===== src/sv/space_vector_pwm_compare_top_assert.svh =====
// ----------------------------------------------------------------------------
// Space vector PWM compare - assertion macros
// Concurrent checks used at the end of the top level.
// ----------------------------------------------------------------------------
`ifndef SPACE_VECTOR_PWM_COMPARE_TOP_ASSERT_SVH
`define SPACE_VECTOR_PWM_COMPARE_TOP_ASSERT_SVH

// same-cycle implication
`define SVPC_ASSERT_IMPL(label, clk, rst, ante, cons, msg) \
   label: assert property (@(posedge clk) disable iff (rst) (ante) |-> (cons)) \
      else $error(msg);

// next-cycle implication
`define SVPC_ASSERT_NEXT(label, clk, rst, ante, cons, msg) \
   label: assert property (@(posedge clk) disable iff (rst) (ante) |=> (cons)) \
      else $error(msg);

`endif


===== src/sv/svpc_pkg.sv =====
// ----------------------------------------------------------------------------
// Space vector PWM compare - package
// Shared widths, fixed-point constants, register map and sector codes.
// ----------------------------------------------------------------------------
package svpc_pkg;

   localparam int VOLT_WIDTH_DEFAULT  = 16;
   localparam int COUNT_WIDTH_DEFAULT = 16;

   // 1/sqrt3 in Q16; 2/sqrt3 is twice this value exactly
   localparam int INV_SQRT3_Q16   = 37837;
   localparam int Q16_SHIFT       = 16;
   localparam int INV_SQRT3_WIDTH = 16;
   // one PWM period is 2^28, levels are held doubled (2^29)
   localparam int FRAC_ONE_SHIFT  = 28;
   localparam int LEVEL_SHIFT     = 29;

   localparam int NUM_STAGES = 6;

   // configuration port
   localparam int CSR_DATA_WIDTH = 32;
   localparam int CSR_ADDR_WIDTH = 3;
   localparam int CSR_INDEX_LSB  = 2;
   localparam logic CSR_IDX_PWM_COUNT_MAX = 1'b0;
   localparam int PWM_COUNT_MAX_RESET = 65535;

   typedef enum logic [2:0] {
      SECTOR_1 = 3'd1,
      SECTOR_2 = 3'd2,
      SECTOR_3 = 3'd3,
      SECTOR_4 = 3'd4,
      SECTOR_5 = 3'd5,
      SECTOR_6 = 3'd6
   } sector_type;

endpackage


===== src/sv/svpc_channels.sv =====
// ----------------------------------------------------------------------------
// Space vector PWM compare - channel interfaces
// Valid/ready channels for reference vectors and compare words.
// ----------------------------------------------------------------------------
interface svpc_req_if import svpc_pkg::*; #(
   parameter int VOLT_WIDTH = VOLT_WIDTH_DEFAULT
) ();
   logic                         valid;
   logic                         ready;
   logic signed [VOLT_WIDTH-1:0] alpha_voltage;
   logic signed [VOLT_WIDTH-1:0] beta_voltage;

   modport source (output valid, alpha_voltage, beta_voltage, input ready);
   modport sink   (input valid, alpha_voltage, beta_voltage, output ready);
endinterface

interface svpc_rsp_if import svpc_pkg::*; #(
   parameter int COUNT_WIDTH = COUNT_WIDTH_DEFAULT
) ();
   logic                   valid;
   logic                   ready;
   logic [COUNT_WIDTH-1:0] u_compare;
   logic [COUNT_WIDTH-1:0] v_compare;
   logic [COUNT_WIDTH-1:0] w_compare;
   logic                   invert_outputs;

   modport source (output valid, u_compare, v_compare, w_compare, invert_outputs,
                   input ready);
   modport sink   (input valid, u_compare, v_compare, w_compare, invert_outputs,
                   output ready);
endinterface


===== src/sv/space_vector_pwm_compare_top.sv =====
// Throughput: one word per cycle; the six-stage pipeline only stalls when the
// result consumer holds rsp_chan.ready low and every stage is occupied.
// Reset: synchronous, active high; empties the pipeline and sets
// pwm_count_max to its top value.
// ----------------------------------------------------------------------------
// Space vector PWM compare - top level
// Sector search, dwell times and centre-aligned compare values per vector.
// ----------------------------------------------------------------------------
module space_vector_pwm_compare_top import svpc_pkg::*; #(
   parameter int VOLT_WIDTH  = VOLT_WIDTH_DEFAULT,
   parameter int COUNT_WIDTH = COUNT_WIDTH_DEFAULT
) (
   input  logic                      clock,
   input  logic                      reset,
   svpc_req_if.sink                  req_chan,
   svpc_rsp_if.source                rsp_chan,
   input  logic                      csr_psel,
   input  logic                      csr_penable,
   input  logic                      csr_pwrite,
   input  logic [CSR_ADDR_WIDTH-1:0] csr_paddr,
   input  logic [CSR_DATA_WIDTH-1:0] csr_pwdata,
   output logic [CSR_DATA_WIDTH-1:0] csr_prdata,
   output logic                      csr_pready
);

`include "space_vector_pwm_compare_top_assert.svh"

   localparam int PROD_WIDTH  = VOLT_WIDTH + INV_SQRT3_WIDTH;
   localparam int SUM_WIDTH   = VOLT_WIDTH + 17;
   localparam int LEVEL_WIDTH = ((SUM_WIDTH > LEVEL_SHIFT) ? SUM_WIDTH : LEVEL_SHIFT) + 2;
   localparam int SCALE_WIDTH = COUNT_WIDTH + LEVEL_SHIFT;

   // ---------------------------------------------------------------- csr
   logic [COUNT_WIDTH-1:0] count_max_ff, count_max_in;
   logic                   csr_write;
   logic                   csr_hit;

   assign csr_pready = 1'b1;
   assign csr_hit    = (csr_paddr[CSR_INDEX_LSB] == CSR_IDX_PWM_COUNT_MAX);
   assign csr_write  = csr_psel && csr_penable && csr_pwrite && csr_pready;

   always_comb begin
      count_max_in = count_max_ff;
      if (csr_write && csr_hit) begin
         count_max_in = csr_pwdata[COUNT_WIDTH-1:0];
      end
   end

   always_comb begin
      csr_prdata = '0;
      if (csr_hit) begin
         csr_prdata = CSR_DATA_WIDTH'(count_max_ff);
      end
   end

   always_ff @(posedge clock) begin
      if (reset) begin
         count_max_ff <= COUNT_WIDTH'(PWM_COUNT_MAX_RESET);
      end else begin
         count_max_ff <= count_max_in;
      end
   end

   // ---------------------------------------------------------- flow control
   logic [NUM_STAGES-1:0] valid_ff, valid_in;
   logic [NUM_STAGES-1:0] stage_en;

   // a stage moves when it is empty or the one after it moves
   always_comb begin
      stage_en[NUM_STAGES-1] = !valid_ff[NUM_STAGES-1] || rsp_chan.ready;
      for (int k = NUM_STAGES - 2; k >= 0; k--) begin
         stage_en[k] = !valid_ff[k] || stage_en[k+1];
      end
   end

   always_comb begin
      valid_in = valid_ff;
      if (stage_en[0]) begin
         valid_in[0] = req_chan.valid;
      end
      for (int k = 1; k < NUM_STAGES; k++) begin
         if (stage_en[k]) begin
            valid_in[k] = valid_ff[k-1];
         end
      end
   end

   always_ff @(posedge clock) begin
      if (reset) begin
         valid_ff <= '0;
      end else begin
         valid_ff <= valid_in;
      end
   end

   assign req_chan.ready = stage_en[0];

   // ------------------------------------------------- stage 1: magnitudes
   logic [VOLT_WIDTH-1:0] aa1_ff, aa1_in;
   logic [VOLT_WIDTH-1:0] ba1_ff, ba1_in;
   logic                  alpha_neg1_ff, alpha_neg1_in;
   logic                  beta_neg1_ff, beta_neg1_in;

   always_comb begin
      alpha_neg1_in = req_chan.alpha_voltage[VOLT_WIDTH-1];
      beta_neg1_in  = req_chan.beta_voltage[VOLT_WIDTH-1];
      // most negative input wraps to 2^(w-1), still correct as unsigned
      aa1_in = alpha_neg1_in ? (~req_chan.alpha_voltage + 1'b1) : req_chan.alpha_voltage;
      ba1_in = beta_neg1_in ? (~req_chan.beta_voltage + 1'b1) : req_chan.beta_voltage;
   end

   always_ff @(posedge clock) begin
      if (stage_en[0]) begin
         aa1_ff        <= aa1_in;
         ba1_ff        <= ba1_in;
         alpha_neg1_ff <= alpha_neg1_in;
         beta_neg1_ff  <= beta_neg1_in;
      end
   end

   // ---------------------------------------------- stage 2: |beta|/sqrt3
   logic [PROD_WIDTH-1:0] m2_ff, m2_in;
   logic [VOLT_WIDTH-1:0] aa2_ff;
   logic                  alpha_neg2_ff, beta_neg2_ff;

   assign m2_in = PROD_WIDTH'(ba1_ff) * PROD_WIDTH'(INV_SQRT3_Q16);

   always_ff @(posedge clock) begin
      if (stage_en[1]) begin
         m2_ff         <= m2_in;
         aa2_ff        <= aa1_ff;
         alpha_neg2_ff <= alpha_neg1_ff;
         beta_neg2_ff  <= beta_neg1_ff;
      end
   end

   // ------------------------------------------------- stage 3: a, b and c
   logic signed [SUM_WIDTH-1:0] a3_ff, a3_in;
   logic signed [SUM_WIDTH-1:0] b3_ff, b3_in;
   logic signed [SUM_WIDTH-1:0] c3_ff, c3_in;
   logic signed [SUM_WIDTH-1:0] aa_q16;
   logic signed [SUM_WIDTH-1:0] m_ext;
   logic                        alpha_neg3_ff, beta_neg3_ff;

   always_comb begin
      aa_q16 = {{(SUM_WIDTH - VOLT_WIDTH){1'b0}}, aa2_ff} << Q16_SHIFT;
      m_ext  = {{(SUM_WIDTH - PROD_WIDTH){1'b0}}, m2_ff};
      a3_in  = aa_q16 + m_ext;
      b3_in  = aa_q16 - m_ext;
      c3_in  = m_ext << 1;
   end

   always_ff @(posedge clock) begin
      if (stage_en[2]) begin
         a3_ff         <= a3_in;
         b3_ff         <= b3_in;
         c3_ff         <= c3_in;
         alpha_neg3_ff <= alpha_neg2_ff;
         beta_neg3_ff  <= beta_neg2_ff;
      end
   end

   // ------------------------------------------ stage 4: sector, Ur and Ul
   logic signed [SUM_WIDTH-1:0] ur4_ff, ur4_in;
   logic signed [SUM_WIDTH-1:0] ul4_ff, ul4_in;
   sector_type                  sector4_ff, sector4_in;
   logic                        b_neg;
   logic                        odd_quad;

   always_comb begin
      b_neg    = b3_ff[SUM_WIDTH-1];
      // quadrants 1 and 3 share the same Ur/Ul pattern
      odd_quad = (alpha_neg3_ff == beta_neg3_ff);
      if (b_neg) begin
         ur4_in = odd_quad ? a3_ff : -b3_ff;
         ul4_in = odd_quad ? -b3_ff : a3_ff;
      end else begin
         ur4_in = odd_quad ? b3_ff : c3_ff;
         ul4_in = odd_quad ? c3_ff : b3_ff;
      end
      if (!beta_neg3_ff) begin
         if (b_neg) begin
            sector4_in = SECTOR_2;
         end else begin
            sector4_in = alpha_neg3_ff ? SECTOR_3 : SECTOR_1;
         end
      end else begin
         if (b_neg) begin
            sector4_in = SECTOR_5;
         end else begin
            sector4_in = alpha_neg3_ff ? SECTOR_4 : SECTOR_6;
         end
      end
   end

   always_ff @(posedge clock) begin
      if (stage_en[3]) begin
         ur4_ff     <= ur4_in;
         ul4_ff     <= ul4_in;
         sector4_ff <= sector4_in;
      end
   end

   // --------------------------------- stage 5: switching levels per phase
   logic signed [LEVEL_WIDTH-1:0] level5_ff [3];
   logic signed [LEVEL_WIDTH-1:0] level5_in [3];
   logic                          inv5_ff, inv5_in;
   logic signed [LEVEL_WIDTH-1:0] one_lvl;
   logic signed [LEVEL_WIDTH-1:0] ur_ext;
   logic signed [LEVEL_WIDTH-1:0] ul_ext;
   logic signed [LEVEL_WIDTH-1:0] x2;
   logic signed [LEVEL_WIDTH-1:0] y2;
   logic signed [LEVEL_WIDTH-1:0] z2;

   always_comb begin
      one_lvl = LEVEL_WIDTH'(1) << FRAC_ONE_SHIFT;
      ur_ext  = LEVEL_WIDTH'(ur4_ff);
      ul_ext  = LEVEL_WIDTH'(ul4_ff);
      // doubled levels: 2x = T0, 2y = T0 + 2T1, 2z = 2y + 2T2
      x2 = one_lvl - ur_ext - ul_ext;
      y2 = one_lvl + ur_ext - ul_ext;
      z2 = one_lvl + ur_ext + ul_ext;
      case (sector4_ff) inside
         SECTOR_1, SECTOR_4: begin
            level5_in[0] = x2;
            level5_in[1] = y2;
            level5_in[2] = z2;
         end
         SECTOR_2, SECTOR_5: begin
            level5_in[0] = y2;
            level5_in[1] = z2;
            level5_in[2] = x2;
         end
         default: begin
            level5_in[0] = z2;
            level5_in[1] = x2;
            level5_in[2] = y2;
         end
      endcase
      case (sector4_ff) inside
         SECTOR_2, SECTOR_4, SECTOR_6: inv5_in = 1'b1;
         default:                      inv5_in = 1'b0;
      endcase
   end

   always_ff @(posedge clock) begin
      if (stage_en[4]) begin
         level5_ff <= level5_in;
         inv5_ff   <= inv5_in;
      end
   end

   // ------------------------------------ stage 6: scale and saturate
   logic [COUNT_WIDTH-1:0] compare6_ff [3];
   logic [COUNT_WIDTH-1:0] compare6_in [3];
   logic                   inv6_ff;
   logic [SCALE_WIDTH-1:0] scaled [3];

   always_comb begin
      for (int i = 0; i < 3; i++) begin
         scaled[i] = SCALE_WIDTH'(level5_ff[i][LEVEL_SHIFT-1:0])
                     * SCALE_WIDTH'(count_max_ff);
         if (level5_ff[i][LEVEL_WIDTH-1] || (level5_ff[i] == '0)) begin
            compare6_in[i] = '0;
         end else if (|level5_ff[i][LEVEL_WIDTH-2:LEVEL_SHIFT]) begin
            compare6_in[i] = count_max_ff;
         end else begin
            compare6_in[i] = scaled[i][SCALE_WIDTH-1:LEVEL_SHIFT];
         end
      end
   end

   always_ff @(posedge clock) begin
      if (stage_en[5]) begin
         compare6_ff <= compare6_in;
         inv6_ff     <= inv5_ff;
      end
   end

   assign rsp_chan.valid          = valid_ff[NUM_STAGES-1];
   assign rsp_chan.u_compare      = compare6_ff[0];
   assign rsp_chan.v_compare      = compare6_ff[1];
   assign rsp_chan.w_compare      = compare6_ff[2];
   assign rsp_chan.invert_outputs = inv6_ff;

   // ---------------------------------------------------------- assertions
   `SVPC_ASSERT_IMPL(a_compare_in_range, clock, reset, rsp_chan.valid,
      (rsp_chan.u_compare <= count_max_ff) && (rsp_chan.v_compare <= count_max_ff)
      && (rsp_chan.w_compare <= count_max_ff), "compare word above top count")
   `SVPC_ASSERT_IMPL(a_backpressure_full, clock, reset, !req_chan.ready, &valid_ff,
      "input stalled with an empty stage")
   `SVPC_ASSERT_NEXT(a_stage_holds, clock, reset, valid_ff[0] && !stage_en[0],
      valid_ff[0], "stalled first stage lost its word")

endmodule

===== src/flat_wrapper.sv =====
// flat-port wrapper written by rule: the top's interface ports become plain ports
module space_vector_pwm_compare_top_flat import svpc_pkg::*;
#(
   parameter int VOLT_WIDTH  = VOLT_WIDTH_DEFAULT,
   parameter int COUNT_WIDTH = COUNT_WIDTH_DEFAULT
)
  (clock, reset, csr_psel, csr_penable, csr_pwrite, csr_paddr, csr_pwdata, csr_prdata, csr_pready, req_chan_valid, req_chan_alpha_voltage, req_chan_beta_voltage, req_chan_ready, rsp_chan_valid, rsp_chan_u_compare, rsp_chan_v_compare, rsp_chan_w_compare, rsp_chan_invert_outputs, rsp_chan_ready);
  svpc_req_if #(.VOLT_WIDTH(VOLT_WIDTH)) req_chan_i ();
  svpc_rsp_if #(.COUNT_WIDTH(COUNT_WIDTH)) rsp_chan_i ();
  input  logic clock;
  input  logic reset;
  input  logic csr_psel;
  input  logic csr_penable;
  input  logic csr_pwrite;
  input  logic [CSR_ADDR_WIDTH-1:0] csr_paddr;
  input  logic [CSR_DATA_WIDTH-1:0] csr_pwdata;
  output logic [CSR_DATA_WIDTH-1:0] csr_prdata;
  output logic csr_pready;
  input wire logic [$bits(req_chan_i.valid)-1:0] req_chan_valid;
  input wire logic [$bits(req_chan_i.alpha_voltage)-1:0] req_chan_alpha_voltage;
  input wire logic [$bits(req_chan_i.beta_voltage)-1:0] req_chan_beta_voltage;
  output wire logic [$bits(req_chan_i.ready)-1:0] req_chan_ready;
  output wire logic [$bits(rsp_chan_i.valid)-1:0] rsp_chan_valid;
  output wire logic [$bits(rsp_chan_i.u_compare)-1:0] rsp_chan_u_compare;
  output wire logic [$bits(rsp_chan_i.v_compare)-1:0] rsp_chan_v_compare;
  output wire logic [$bits(rsp_chan_i.w_compare)-1:0] rsp_chan_w_compare;
  output wire logic [$bits(rsp_chan_i.invert_outputs)-1:0] rsp_chan_invert_outputs;
  input wire logic [$bits(rsp_chan_i.ready)-1:0] rsp_chan_ready;
  assign req_chan_i.valid = req_chan_valid;
  assign req_chan_i.alpha_voltage = req_chan_alpha_voltage;
  assign req_chan_i.beta_voltage = req_chan_beta_voltage;
  assign req_chan_ready = req_chan_i.ready;
  assign rsp_chan_valid = rsp_chan_i.valid;
  assign rsp_chan_u_compare = rsp_chan_i.u_compare;
  assign rsp_chan_v_compare = rsp_chan_i.v_compare;
  assign rsp_chan_w_compare = rsp_chan_i.w_compare;
  assign rsp_chan_invert_outputs = rsp_chan_i.invert_outputs;
  assign rsp_chan_i.ready = rsp_chan_ready;
  space_vector_pwm_compare_top #(.VOLT_WIDTH(VOLT_WIDTH), .COUNT_WIDTH(COUNT_WIDTH)) u_core (.clock(clock), .reset(reset), .req_chan(req_chan_i), .rsp_chan(rsp_chan_i), .csr_psel(csr_psel), .csr_penable(csr_penable), .csr_pwrite(csr_pwrite), .csr_paddr(csr_paddr), .csr_pwdata(csr_pwdata), .csr_prdata(csr_prdata), .csr_pready(csr_pready));
endmodule

===== config.mk =====
export PLATFORM = sky130hd
export DESIGN_NAME = space_vector_pwm_compare_top_flat
export DESIGN_NICKNAME = d
export VERILOG_FILES = /design/src/sv/svpc_pkg.sv /design/src/sv/svpc_channels.sv /design/src/sv/space_vector_pwm_compare_top.sv /design/src/flat_wrapper.sv
export VERILOG_INCLUDE_DIRS = /design/src /design/src/sv
export SDC_FILE = /design/constraint.sdc
export NUM_CORES = 2
export LEC_CHECK = 0
export ABC_AREA = 1
export BUFFER_PORTS_ARGS = -buffer_cell sky130_fd_sc_hd__buf_2
export CAP_MARGIN = 20
export CORE_MARGIN = 3
export CORE_UTILIZATION = 60
export CTS_CLUSTER_DIAMETER = 30
export DETAILED_ROUTE_END_ITERATION = 7
export PLACE_DENSITY_LB_ADDON = 0.05
export SYNTH_ARGS = -nofsm -noshare
export SYNTH_HDL_FRONTEND = slang
export SYNTH_SLANG_ARGS = --single-unit

===== constraint.sdc =====
create_clock -name clock -period 17.6 [get_ports clock]
set_input_delay 4.4 -clock clock [delete_from_list [all_inputs] [get_ports clock]]
set_output_delay 4.4 -clock clock [all_outputs]
set_load 0.005 [all_outputs]

==> results.tsv <==
metric	value	unit
outcome	complete, but fails checks	
violations	design-rule violations	
synth-seq-cells	411	
antenna_found_initial	7	
grt_pass1_vias	69660	
cp-end-kind	primary output	
yosys.area_share.simple	0.2121	
hp-class	reg2reg	
fin_skew	0.08571	ns
min_period	11.37	ns
yosysUniqueCellTypes	65	
synth_edf_count	389	
setup.worst_path.start_class	input pin	
fill_cells	11720	
cts_sinks	411	
die_y	371.7	um
dpl.hpwl	193.5	mm
cts-htree-levels	3	
synth_warnings	0	
avgRoutedWirePerCell	19.83	um
nNetsFinal	12440	
place_congestion	0.9920	
clk_latency	0.71	ns
cpMaxStageDelayCell	buf_4	
ant_nets	0	
coreArea	132100	sq um
cp_slowest_stage_delay	0.40	ns
start_util	0.6072	
cts-resized-gates	0	
post_cts_buffers	0	
synth_top_family_by_area	adder cells	
rsz0062_at_grt	no	
hold_viol	0	
drt-total-wl	244.5	mm
cp_common_cell	nor2_1	
drv_cap	0	
cts_tree	yes	
grtUsageTotal	0.3613	
synthTopCellsByCount	nand2_1, inv_1, fa_1, ha_1, nor2_1	
seqCellArea	12180	sq um
worstPathRequired	13.20	ns
grt_max_degree	91	
drtIter0Drc	5573	
io_buffers	122	
die_area	138100	sq um
row_count	133	
ys_top_cells_by_area	fa_1, edfxtp_1, nand2_1	
pin_count	158	
synthMuxAreaShare	0	
crit_chain	buf_2 > nor2_1 > inv_2 > buf_4 > nor2_1 > inv_4 > nor2_1 > inv_2 > nor2_1 > clkinv_2 > nor2_1 > nand2_2 > buf_4 > buf_2	
synth_compound_area_frac	0.06424	
yosysSeqAreaShare	0.1511	
synth_cells	10690	
arrival	6.97	ns
cts_buffers	87	
ctsLongestPathBuffers	3	
cts-root-buf	clkbuf_16	
critPathMaxFanout	51	
relSlewSlack	0.2049	
clk_pin_slew	0.05	ns
drc	1	
drive_above_1_share	0.04144	
synth_top_cell_area_share	0.3034	
fin_crit_sh	0.6462	
syn_to_final_growth	5.646	%
vias	68310	
yosysTopAreaCell	fa_1	
finalSetupTns	0	ns
synthAdderAreaFrac	0.4050	
max_freq	0.08792	GHz
syn_area	80230	sq um
dieWidth	371.7	um
drv_slew	0	
multi_input_comb_area	56170	sq um
syn_area_per_cell	7.505	sq um
tightest_slew	1.193	ns
overflow	0	
synth_most_common_cell	nand2_1	
final_area	84760	sq um
async_flop_share	0	
setup_viol	0	
viasPerCell	5.540	
critPathKind	in2out	
grt_first_pass_wirelength	383.3	mm
drt_pass1_iterations	8	
ys.flop_type	edfxtp_1	
synth-xor-area-share	0.01767	
dpl_cell_area	81570	sq um
ctsHoldBuffers	0	
layout by cell type (no fill, tap or decap), drive strengths merged, types with 4 or more instances in the layout:
cell	Yosys	final
nand2	2858	2858
inv	2670	2692
fa	1216	1216
ha	651	651
nor2	611	611
nand3	490	490
a21oi	392	392
edfxtp	389	389
o21ai	311	311
buf	156	173
xor2	122	122
clkbuf	318	92
nor3	80	80
nand4	72	72
o211ai	48	48
o21bai	45	45
xnor2	39	39
nor4	37	37
clkinv	3	34
dfxtp	22	22
o21a	21	21
a21o	20	20
o221ai	18	18
a22oi	17	17
conb	2	17
or2	14	14
and2	13	13
a21boi	12	12
o22ai	11	11
clkinvlp	0	11
nand3b	10	10
bufinv	0	9
a31oi	7	7
diode	0	6
o31ai	4	4
final cells by class:
cell class,count,share of cell area
Antenna cell,6,0.0001771
Clock buffer,91,0.02586
Clock inverter,73,0.01098
Inverter,2673,0.1185
Multi-Input combinational cell,7147,0.6628
Sequential cell,411,0.1437
Tap cell,1755,0.02591
Timing Repair Buffer,174,0.01213
registers in the layout, summed over array words and instances, names as in the netlist, 32 cells and up:
register and cells:
u_core.level5_ff 103, u_core.b3_ff 33, u_core.ul4_ff 33, u_core.ur4_ff 33, u_core.a3_ff 32, u_core.m2_ff 32
routing by layer:
metal	routed length, um	share of wire	track usage
met1	93800	0.38	0.4472
met2	114300	0.47	0.5931
met3	21570	0.088	0.07862
met4	14740	0.060	0.1915
met5	44	0.00018	0
metrics by stage:
step | worst slack, ns | utilization | cells | hold WS [ns]
final | 6.227 | 0.6415 | 12330 | 0.3761
after global routing | 5.966 | 0.6414 | 12320 | 0.3963
after CTS | 6.215 | 0.6410 | 12320 | 0.3807
after detailed placement | 6.222 | 0.6173 | 12160 | 0.4045
after global placement | 6.237 | 0.6173 | 12160 | 0.4007
after floorplan | 1.214 | - | 10710 | 0.4003
worst paths after layout:
| check | from | end | slack (ns) | depth (start not counted) |
|---|---|---|---|---|
| hold / removal | u_core.inv5_ff | u_core.rsp_chan.invert_outputs | 0.38 | 0 |
| hold reg to reg | u_core.inv5_ff | u_core.rsp_chan.invert_outputs | 0.38 | 0 |
| setup / recovery | rsp_chan_ready | req_chan_ready | 6.23 | 14 |
| setup reg to reg | u_core.count_max_ff[1] | u_core.rsp_chan.v_compare[11] | 10.31 | 23 |
kinds of logic after synthesis:
kind of cell / Yosys count
and+or+nand+nor: 4189
buffers and inverters: 3147
adders and majority gates: 1867
AOI/OAI and AO/OA: 913
DFF: 411
xor gates and xnor gates: 161
other: 2
critical path, delay by kind of cell:
kind	cells	cell delay [ns]
buf+inv	8	1.43
simple gates	6	1.11
Power is left out: the tool's default activity adds up to more than one toggle a clock period on the data nets, which glitch-free logic cannot reach.
